<file path="src/rtl/idtd_pkg.sv">
// shared types, constants and the month table of the date converter
// no dependencies
`timescale 1ns / 1ps
`default_nettype none

package idtd_pkg;

  // request and result payloads
  typedef struct packed {
    logic [7:0] char_code;
    logic       last_char;
  } req_t;

  typedef struct packed {
    logic signed [22:0] epoch_days;
    logic               malformed;
  } rsp_t;

  // one parsed date handed from the parser to the day calculator
  typedef struct packed {
    logic [13:0] year;
    logic [3:0]  month;
    logic [4:0]  day;
    logic        bad;
  } job_t;

  localparam int QUEUE_DEPTH_DEFAULT = 2;

  localparam logic [7:0] CHAR_DASH = 8'h2D;
  localparam logic [7:0] CHAR_ZERO = 8'h30;
  localparam logic [7:0] CHAR_NINE = 8'h39;

  localparam logic [3:0] POS_DASH_A = 4'd4;
  localparam logic [3:0] POS_DASH_B = 4'd7;
  localparam logic [3:0] POS_MONTH  = 4'd5;
  localparam logic [3:0] POS_LAST   = 4'd9;
  localparam logic [3:0] DATE_LEN   = 4'd10;
  localparam logic [3:0] POS_SAT    = 4'd11;

  localparam logic [6:0] MONTH_MAX = 7'd12;
  localparam logic [6:0] DAY_MAX   = 7'd31;

  localparam logic signed [22:0] DAYS_PER_ERA = 23'sd146097;
  localparam logic signed [22:0] EPOCH_SHIFT  = 23'sd719468;

  // first day of month within the march-based year
  function automatic logic [8:0] month_start(input logic [3:0] mp);
    logic [8:0] r;
    unique case (mp)
      4'd0:    r = 9'd0;
      4'd1:    r = 9'd31;
      4'd2:    r = 9'd61;
      4'd3:    r = 9'd92;
      4'd4:    r = 9'd122;
      4'd5:    r = 9'd153;
      4'd6:    r = 9'd184;
      4'd7:    r = 9'd214;
      4'd8:    r = 9'd245;
      4'd9:    r = 9'd275;
      4'd10:   r = 9'd306;
      4'd11:   r = 9'd337;
      default: r = 9'd0;
    endcase
    return r;
  endfunction

endpackage

`default_nettype wire

</file>
<file path="src/rtl/idtd_queue.sv">
// small fifo of parsed dates between parser and day calculator
// depends on idtd_pkg
`timescale 1ns / 1ps
`default_nettype none

module idtd_queue
  import idtd_pkg::*;
#(
  parameter int DEPTH = QUEUE_DEPTH_DEFAULT
) (
  input  wire logic clk,
  input  wire logic rst,
  input  wire logic push_valid,
  output logic      push_ready,
  input  wire job_t push_data,
  output logic      pop_valid,
  input  wire logic pop_ready,
  output job_t      pop_data
);

  localparam int PW = $clog2(DEPTH);
  localparam int CW = $clog2(DEPTH + 1);
  localparam logic [PW-1:0] LAST_SLOT = PW'(DEPTH - 1);
  localparam logic [CW-1:0] FULL_CNT  = CW'(DEPTH);

  job_t          slots [DEPTH];
  logic [PW-1:0] wr_ptr;
  logic [PW-1:0] rd_ptr;
  logic [CW-1:0] count;
  logic          do_push;
  logic          do_pop;

  assign push_ready = (count != FULL_CNT);
  assign pop_valid  = (count != '0);
  assign pop_data   = slots[rd_ptr];
  assign do_push    = push_valid && push_ready;
  assign do_pop     = pop_valid && pop_ready;

  // storage
  always_ff @(posedge clk) begin
    if (do_push) begin
      slots[wr_ptr] <= push_data;
    end
  end

  // pointers and fill count
  always_ff @(posedge clk) begin
    if (rst) begin
      wr_ptr <= '0;
      rd_ptr <= '0;
      count  <= '0;
    end else begin
      if (do_push) begin
        wr_ptr <= (wr_ptr == LAST_SLOT) ? '0 : wr_ptr + 1'b1;
      end
      if (do_pop) begin
        rd_ptr <= (rd_ptr == LAST_SLOT) ? '0 : rd_ptr + 1'b1;
      end
      if (do_push && !do_pop) begin
        count <= count + 1'b1;
      end else if (do_pop && !do_push) begin
        count <= count - 1'b1;
      end
    end
  end

endmodule

`default_nettype wire

</file>
<file path="src/rtl/idtd_front.sv">
// character parser: checks the text layout and collects year, month, day
// depends on idtd_pkg; feeds idtd_queue
`timescale 1ns / 1ps
`default_nettype none

module idtd_front
  import idtd_pkg::*;
(
  input  wire logic clk,
  input  wire logic rst,
  input  wire logic req_valid,
  output logic      req_ready,
  input  wire req_t req_data,
  output logic      job_valid,
  input  wire logic job_ready,
  output job_t      job_data
);

  logic [3:0]  position;
  logic [13:0] year_acc;
  logic [6:0]  month_acc;
  logic [6:0]  day_acc;
  logic        bad_seen;

  logic [3:0]  position_next;
  logic [13:0] year_next;
  logic [6:0]  month_next;
  logic [6:0]  day_next;
  logic        bad_next;
  logic        is_digit;
  logic [3:0]  dv;
  logic        accept;
  logic        final_bad;

  // hold characters while the date queue is full
  assign req_ready = job_ready;
  assign accept    = req_valid && req_ready;

  // classify the character at the current position
  always_comb begin
    is_digit      = (req_data.char_code >= CHAR_ZERO) && (req_data.char_code <= CHAR_NINE);
    dv            = is_digit ? 4'(req_data.char_code - CHAR_ZERO) : 4'd0;
    year_next     = year_acc;
    month_next    = month_acc;
    day_next      = day_acc;
    bad_next      = bad_seen;
    position_next = (position < POS_SAT) ? position + 4'd1 : position;
    priority if (position >= DATE_LEN) begin
      bad_next = 1'b1;
    end else if (position == POS_DASH_A || position == POS_DASH_B) begin
      if (req_data.char_code != CHAR_DASH) begin
        bad_next = 1'b1;
      end
    end else if (!is_digit) begin
      bad_next = 1'b1;
    end else if (position < POS_DASH_A) begin
      year_next = 14'(year_acc * 14'd10 + 14'(dv));
    end else if (position < POS_DASH_B) begin
      month_next = 7'(month_acc * 7'd10 + 7'(dv));
    end else begin
      day_next = 7'(day_acc * 7'd10 + 7'(dv));
    end
  end

  // final verdict on the last character
  assign final_bad = bad_next || (position != POS_LAST)
                     || (month_next == 7'd0) || (month_next > MONTH_MAX)
                     || (day_next == 7'd0) || (day_next > DAY_MAX);

  assign job_valid      = accept && req_data.last_char;
  assign job_data.year  = year_next;
  assign job_data.month = month_next[3:0];
  assign job_data.day   = day_next[4:0];
  assign job_data.bad   = final_bad;

  // parser state, cleared after every date
  always_ff @(posedge clk) begin
    if (rst) begin
      position  <= '0;
      year_acc  <= '0;
      month_acc <= '0;
      day_acc   <= '0;
      bad_seen  <= 1'b0;
    end else if (accept) begin
      if (req_data.last_char) begin
        position  <= '0;
        year_acc  <= '0;
        month_acc <= '0;
        day_acc   <= '0;
        bad_seen  <= 1'b0;
      end else begin
        position  <= position_next;
        year_acc  <= year_next;
        month_acc <= month_next;
        day_acc   <= day_next;
        bad_seen  <= bad_next;
      end
    end
  end

endmodule

`default_nettype wire

</file>
<file path="src/rtl/idtd_back.sv">
// day calculator: proleptic gregorian day count in a short step sequence
// depends on idtd_pkg; fed by idtd_queue
`timescale 1ns / 1ps
`default_nettype none

module idtd_back
  import idtd_pkg::*;
(
  input  wire logic clk,
  input  wire logic rst,
  input  wire logic job_valid,
  output logic      job_ready,
  input  wire job_t job_data,
  output logic      rsp_valid,
  input  wire logic rsp_ready,
  output rsp_t      rsp_data
);

  localparam logic [2:0] ST_IDLE = 3'd0;
  localparam logic [2:0] ST_ERA  = 3'd1;
  localparam logic [2:0] ST_YOE  = 3'd2;
  localparam logic [2:0] ST_DOE  = 3'd3;
  localparam logic [2:0] ST_SUM  = 3'd4;
  localparam logic [2:0] ST_FIN  = 3'd5;
  localparam logic [2:0] ST_OUT  = 3'd6;

  logic [2:0]         state;
  logic signed [14:0] yr;
  logic [3:0]         mp;
  logic [4:0]         dd;
  logic signed [5:0]  era;
  logic [8:0]         yoe;
  logic [8:0]         doy;
  logic [17:0]        part;
  logic [1:0]         cent;
  logic [17:0]        doe;
  logic signed [22:0] era_days;
  rsp_t               res;

  logic [20:0]        era_prod;
  logic signed [14:0] yoe_full;
  logic [14:0]        cent_prod;

  assign job_ready = (state == ST_IDLE);
  assign rsp_valid = (state == ST_OUT);
  assign rsp_data  = res;

  // year / 400 as (year / 16) * 1311 >> 15, exact for years below 10000
  assign era_prod  = 21'(yr[13:4] * 11'd1311);
  assign yoe_full  = yr - 15'($signed({{9{era[5]}}, era}) * 15'sd400);
  // yoe / 100 as yoe * 41 >> 12, exact below 400
  assign cent_prod = 15'(yoe * 6'd41);

  // step sequencer
  always_ff @(posedge clk) begin
    if (rst) begin
      state <= ST_IDLE;
    end else begin
      unique case (state)
        ST_IDLE: begin
          if (job_valid) begin
            state <= job_data.bad ? ST_OUT : ST_ERA;
          end
        end
        ST_ERA:  state <= ST_YOE;
        ST_YOE:  state <= ST_DOE;
        ST_DOE:  state <= ST_SUM;
        ST_SUM:  state <= ST_FIN;
        ST_FIN:  state <= ST_OUT;
        ST_OUT: begin
          if (rsp_ready) begin
            state <= ST_IDLE;
          end
        end
        default: state <= ST_IDLE;
      endcase
    end
  end

  // datapath registers
  always_ff @(posedge clk) begin
    unique case (state)
      ST_IDLE: begin
        if (job_valid) begin
          // january and february count as the end of the previous year
          yr <= $signed({1'b0, job_data.year}) - ((job_data.month <= 4'd2) ? 15'sd1 : 15'sd0);
          mp <= (job_data.month > 4'd2) ? job_data.month - 4'd3 : job_data.month + 4'd9;
          dd <= job_data.day;
          res.epoch_days <= '0;
          res.malformed  <= job_data.bad;
        end
      end
      ST_ERA: begin
        era <= yr[14] ? -6'sd1 : $signed({1'b0, era_prod[19:15]});
      end
      ST_YOE: begin
        yoe <= yoe_full[8:0];
        doy <= month_start(mp) + 9'(dd) - 9'd1;
      end
      ST_DOE: begin
        part <= 18'(yoe * 9'd365) + 18'(doy);
        cent <= cent_prod[13:12];
      end
      ST_SUM: begin
        doe      <= part + 18'(yoe[8:2]) - 18'(cent);
        era_days <= 23'($signed({{17{era[5]}}, era}) * DAYS_PER_ERA);
      end
      ST_FIN: begin
        res.epoch_days <= era_days + $signed({5'd0, doe}) - EPOCH_SHIFT;
        res.malformed  <= 1'b0;
      end
      default: begin
      end
    endcase
  end

endmodule

`default_nettype wire

</file>
<file path="src/rtl/iso_date_to_epoch_days_top.sv">
// channel   | valid     | ready     | payload
// request   | req_valid | req_ready | req_data (char_code, last_char)
// result    | rsp_valid | rsp_ready | rsp_data (epoch_days, malformed)
//
// one character a cycle while the date queue has room; a date completes on the character flagged last.
// a good date passes the calculator steps era, yoe, doe, sum and fin before its result is offered,
// a malformed one goes straight to the result, plus the handshake; the parser runs ahead.
// a full date queue stalls the request side; a held result stalls the calculator.
// reset is synchronous; it clears parser, queue and calculator state.
//
// top level: parser, date queue and day calculator; depends on idtd_pkg
`timescale 1ns / 1ps
`default_nettype none

module iso_date_to_epoch_days_top
  import idtd_pkg::*;
#(
  parameter int QUEUE_DEPTH = QUEUE_DEPTH_DEFAULT
) (
  input  wire logic clk,
  input  wire logic rst,
  input  wire logic req_valid,
  output logic      req_ready,
  input  wire req_t req_data,
  output logic      rsp_valid,
  input  wire logic rsp_ready,
  output rsp_t      rsp_data
);

  logic fq_valid;
  logic fq_ready;
  job_t fq_data;
  logic qb_valid;
  logic qb_ready;
  job_t qb_data;

  // parser
  idtd_front u_front (
    .clk       (clk),
    .rst       (rst),
    .req_valid (req_valid),
    .req_ready (req_ready),
    .req_data  (req_data),
    .job_valid (fq_valid),
    .job_ready (fq_ready),
    .job_data  (fq_data)
  );

  // date queue
  idtd_queue #(
    .DEPTH (QUEUE_DEPTH)
  ) u_queue (
    .clk        (clk),
    .rst        (rst),
    .push_valid (fq_valid),
    .push_ready (fq_ready),
    .push_data  (fq_data),
    .pop_valid  (qb_valid),
    .pop_ready  (qb_ready),
    .pop_data   (qb_data)
  );

  // day calculator
  idtd_back u_back (
    .clk       (clk),
    .rst       (rst),
    .job_valid (qb_valid),
    .job_ready (qb_ready),
    .job_data  (qb_data),
    .rsp_valid (rsp_valid),
    .rsp_ready (rsp_ready),
    .rsp_data  (rsp_data)
  );

endmodule

`default_nettype wire

</file>
<file path="config.mk">
export PLATFORM = sky130hd
export DESIGN_NAME = iso_date_to_epoch_days_top
export DESIGN_NICKNAME = d
export VERILOG_FILES = /design/src/rtl/idtd_pkg.sv /design/src/rtl/idtd_queue.sv /design/src/rtl/idtd_front.sv /design/src/rtl/idtd_back.sv /design/src/rtl/iso_date_to_epoch_days_top.sv
export SDC_FILE = /design/constraint.sdc
export NUM_CORES = 1
export LEC_CHECK = 0
export BUFFER_PORTS_ARGS = -buffer_cell sky130_fd_sc_hd__clkbuf_2
export CAP_MARGIN = 20
export CORE_UTILIZATION = 44
export CTS_CLUSTER_DIAMETER = 40
export CTS_CLUSTER_SIZE = 40
export DETAILED_ROUTE_END_ITERATION = 8
export PLACE_DENSITY_LB_ADDON = 0.2
export SLEW_MARGIN = 0
export SYNTH_ARGS = -nofsm -noshare
export SYNTH_HDL_FRONTEND = slang
export SYNTH_SLANG_ARGS = --single-unit
</file>
<file path="constraint.sdc">
create_clock -name clk -period 13.7 [get_ports clk]
set_clock_uncertainty 0.2 [all_clocks]
set_input_delay 0 -clock clk [delete_from_list [all_inputs] [get_ports clk]]
set_output_delay 0 -clock clk [all_outputs]
set_load 0.05 [all_outputs]
</file>
; ---- Word level (Yosys, flattened, before mapping)
; Memory sizes are Yosys's and may differ from the RTL's. A register that Yosys moved wholly into a read port is not among the register bits.
; Index checks and enable logic that the tools add are counted.
; Widths: inputs -> output; s select.
[totals]
register_bits = 173
mem_bits_rw = 48
rom_bits = 144
in_bits = 13
out_inout_bits = 26
word_cells = 145
memories = 2
[classes]
n_addsub = 20
mul = 8
n_lt_le_gt_ge = 10
eq_ne = 13
n_mux = 44
reduce_logical = 26
[mem_list]
columns = memory, depth, word_bits, rd, rd_clocked_by_memory_dff, wr, line
row1 = (no name shown), 16, 9, 1, 1, 0, idtd_pkg.sv:49  ; unique case (mp)
row2 = u_queue.slots, 2, 24, 1, 1, 1, idtd_queue.sv:26  ; job_t slots [DEPTH];
[op_table]
columns = cell, count
row1 = $mux 7, 12
row2 = $mux 14, 5
row3 = $pmux 24 s2, 1
row4 = $mux 24, 1
row5 = $add 23x19->23, 1
row6 = $mul 6x19->23 const B, 1
row7 = $sub 23x21->23 const B, 1
row8 = $pmux 3 s7, 1
row9 = $mul 10x11->20 const B, 1
row10 = $mux 4, 5
row11 = $add 18x7->18, 1
row12 = $add 18x9->18, 1
row13 = $mul 9x9->18 const B, 1
row14 = $sub 18x2->18, 1
row15 = $sub 15x15->15, 1
row16 = $add 14x4->14, 1
row17 = $add 7x4->7, 2
row18 = $logic_not 7->1, 2
row19 = $mul 14x3->13 const B, 1
row20 = $mul 7x3->6 const B, 2
row21 = $mul 9x6->14 const B, 1
row22 = $mux 1, 12
row23 = $add 9x5->9, 1
row24 = $eq 3x3->1 const B, 3
row25 = other kinds (36), 62

; ---- Logic depth before layout (Yosys ltp)
[depth]
depth_word = 14
mapped_depth = 19
ltp_nobuf = 19

; ---- Modules after synthesis
; A second synthesis with hierarchy kept.
[hier_totals]
cells_unflattened = 1853
hier_area_um2 = 19192.2
[modules_own_cells]
columns = module, n_inst, cells_each, area_per_inst_um2, seq_area_each_um2
row1 = idtd_back, 1, 1338, 13910.8, 4234.1
row2 = idtd_front, 1, 416, 3331.9, 660.6
row3 = idtd_queue, 1, 99, 1949.4, 1541.5

; ---- Least setup slack after synthesis
; No wires, ideal clock.
[synth_path]
path_kind = flip-flop to flip-flop
start = register u_back.yr[8]
end = register u_back.era[4], data pin
setup_time_ns = 0.256
arrival_ns = 4.722
required_time_ns = 13.244
path_slack_ns = 8.522
stages_incl_launch_ff = 17
path_buffers = 0
period_less_slack_ns = 5.178
cell_sequence = edfxtp_1 fa_1 ha_1 inv_1 fa_1 fa_1 inv_1 fa_1 ha_1 a21o_1 a21o_1 a2111oi_0 a21oi_1 a211o_1 a21oi_1 xnor2_1 nand2b_1
[synth_via]
elab_chain_len = 1
[synth_lines]
columns = element, line
row1 = "start, declared", idtd_back.sv:28  ; logic signed [14:0] yr;
row2 = "start signal, assigned", idtd_back.sv:86  ; yr <= $signed({1'b0, job_data.year}) - ((job_data.month <= 4'd2) ? 15'sd1 : 15'sd0);
row3 = $mul 10x11->20, idtd_back.sv:49  ; assign era_prod = 21'(yr[13:4] * 11'd1311);
row4 = "end signal, assigned", idtd_back.sv:94  ; era <= yr[14] ? -6'sd1 : $signed({1'b0, era_prod[19:15]});
row5 = "end, declared", idtd_back.sv:31  ; logic signed [5:0] era;
; No other way between the ends.
; A chain may end at the register's enable or synchronous reset.

; ---- Worst setup path after layout
; Ends and elaborated chain as after synthesis.

==> impl_metrics.yaml <==
run_status:
  status: "finished, final reports clean"
synthesis:
  synth_seq_cells: 231
  syn_inst: 1769
  synth-async-reset-ratio: 0
  synth_enable_flop_cells: 181
  synth_seq_area_share: 0.347
  ys_types: 75
  netlist_area_sq_um: 18500
  yosysWarningCount: 0
  ys_top_cells_by_area: "edfxtp_1 29%, ha_1 22%, fa_1 8.5%, inv_1 5.7%, dfxtp_1 5.4%"
  synth_top_cell_by_area: "edfxtp_1"
  synth_area_per_cell_sq_um: 10.5
  synth_ff_type: "edfxtp_1"
  synth_top_area_share: 0.293
  syn_nets: 2188
floorplan:
  start_util: 0.450
  pin_count: 39
  die_w_um: 207
  num_rows: 74
  dieArea_sq_um: 43000
  die_y_um: 207
  core_sq_um: 41200
worst_setup_path:
  critical_path_peak_fanout: 6
  r2r_start: "u_back.yr[8]"
  crit_path_start: "u_back.yr[8]"
  endpoint: "u_back.era[4]"
  cp-start-kind: "flop"
  r2r_cells: 16
  cp-end-kind: "flop"
  r2r-end: "u_back.era[4]"
  path_class: "flop to flop"
  worstPathRequired_ps: 13830
  crit_arrival_ps: 5660
  r2r_slack_ps: 8170
drt:
  ant_nets: 0
  wl_per_cell_um: 14.0
  drc_errors: 0
  avgViaCountPerCell: 5.05
  via_count: 12200
  drt_iter0_drc: 501
  routed_wl_mm: 34.0
  firstDrtPassIters: 4
sta:
  min_period_ps: 5530
  hold_viol_final: 0
  tightest_slew_ps: 1010
  max_freq_mhz: 181
  slew_viol_final: 0
  finalCritPeriodShare: 0.403
  rsz0062_at_grt: "no"
  fin_ws_ps: 8170
  finalSetupViolCount: 0
  relSlewSlack: 0.324
  tns_ps: 0
global_route:
  grt_usage: 0.164
  first_global_vias: 12400
  grt_max_degree: 49
  grt_antenna_before_repair: 1
  overflow: 0
  grt_pass1_wl_mm: 58.0
cells_and_area:
  layout_commonest_cell: "ha_1"
  drive_above_1_share: 0.0920
  final_cell_mix: "327 x ha_1, 280 x inv_1, 181 x edfxtp_1"
  syn_to_final_growth_pct: 14.6
  fillers: 3657
  nNetsFinal: 2270
  finalCoreUtilization: 0.516
  layout.cells.non_filler: 2424
clocking:
  clk_latency_ps: 590
  cts_inserted_buffers: 48
  post_cts_buffers: 0
  htree_levels: 2
  clkTransAtPathRegs_ps: 60
  clock_path_buffers: 3
  cts.sinks: 231
  cts_root_buf: "clkbuf_16"
  cts_tree: "done"
min_path:
  min_path_type: "input pin to flop"
placed_design:
  hpwl_mm: 26.9
  placed_cells: 2318
  portBuffers: 38
  finalWeightedCongestion: 0.870
  place_ws_ps: 8220
job:
  max_cap_viol_count: 0
per-stage QoR:
stage	area (sq um)	hold WS, ps
4_1_cts	21200	1.42
5_1_grt	21200	66.5
6_report	21200	48.7
3_3_place_gp	19300	206
3_5_place_dp	19300	216
2_1_floorplan	18500	-108
Yosys cell counts (10+ instances only):
| cell | instances |
|---|---|
| or3_1 | 10 |
| nor2_1 | 129 |
| a21oi_1 | 78 |
| o21ai_0 | 40 |
| fa_1 | 79 |
| or2_2 | 10 |
| xor2_1 | 36 |
| nand3_1 | 21 |
| inv_1 | 280 |
| nor3_1 | 39 |
| a21o_1 | 28 |
| a22oi_1 | 19 |
| nand2_1 | 68 |
| edfxtp_1 | 181 |
| ha_1 | 327 |
| mux2_2 | 16 |
| o21ai_1 | 16 |
| xnor2_1 | 101 |
| dfxtp_1 | 50 |
| a211oi_1 | 12 |
| o21a_1 | 11 |
| clkbuf_1 | 17 |
| mux2i_1 | 24 |
| and3_1 | 12 |
| nand2b_1 | 19 |
how the worst min path moves through the flow:
stage                      start  slack, ps                  end  depth (start not counted)
finish               req_data[6]         50     u_front.bad_seen                          6
global route         req_data[6]         70     u_front.bad_seen                          6
CTS                  req_data[3]          1  u_queue.slots[1][9]                          5
detailed placement  u_back.yr[2]        220        u_back.yoe[2]                          0
global placement    u_back.yr[2]        210        u_back.yoe[2]                          0
floorplan                    rst       -110      u_back.state[0]                          1
state kept, by name, indices dropped and copies added, names as in the netlist, 4 cells and up, named ones only:
register	count
u_back.rsp_data	24
u_back.doe	18
u_front.position	4
u_front.day_acc	7
u_back.part	18
u_back.era	6
u_back.dd	5
u_back.yr	15
u_front.year_acc	14
u_queue.slots	48
u_front.month_acc	7
u_back.yoe	9
u_back.era_days	23
u_back.mp	4
u_back.doy	9
area by class of cell:
class                           count  area, sq um  area share
Timing Repair Buffer               60          398      0.0187
Multi-Input combinational cell   1229        10900       0.515
Sequential cell                   231         6440       0.303
Antenna cell                        1         2.50    0.000118
Clock buffer                       48         1200      0.0565
Clock inverter                     42          549      0.0259
Tap cell                          532          666      0.0313
Inverter                          281         1050      0.0496
worst max-delay path, cell delays in order, from the launching register on:
cell,delay (ps)
edfxtp_1,540
fa_1,590
ha_1,310
inv_1,50
fa_1,500
fa_1,540
inv_1,50
fa_1,460
ha_1,320
a21o_1,180
a21o_1,170
a2111oi_0,420
a21oi_1,210
a211o_1,330
a21oi_1,190
xnor2_1,140
nand2b_1,70
routing by layer:
metal | wire length (um) | track usage | part of all wire | vias to the layer above
met2 | 16400 | 0.285 | 0.48 | 150
li1 | - | - | - | 6347
met4 | 868 | 0.0623 | 0.025 | 0
met5 | 0 | 0 | 0 | -
met3 | 1250 | 0.0303 | 0.037 | 56
met1 | 15500 | 0.202 | 0.46 | 5691
logic make-up after synthesis:
family          share of synthesized area
fa+ha+maj                           0.306
simple gates                       0.0952
buf+inv                            0.0633
compound gates                     0.0993
flops                               0.347
xor+xnor                           0.0647
mux                                0.0243
timing repair:
item,CTS,global route
endpoints found under the hold margin,60,0
hold buffers,14,0
gates resized for setup,0,0
Power is not shown: default switching activity piles up to over one toggle a cycle in this logic, so the estimate is an artifact.
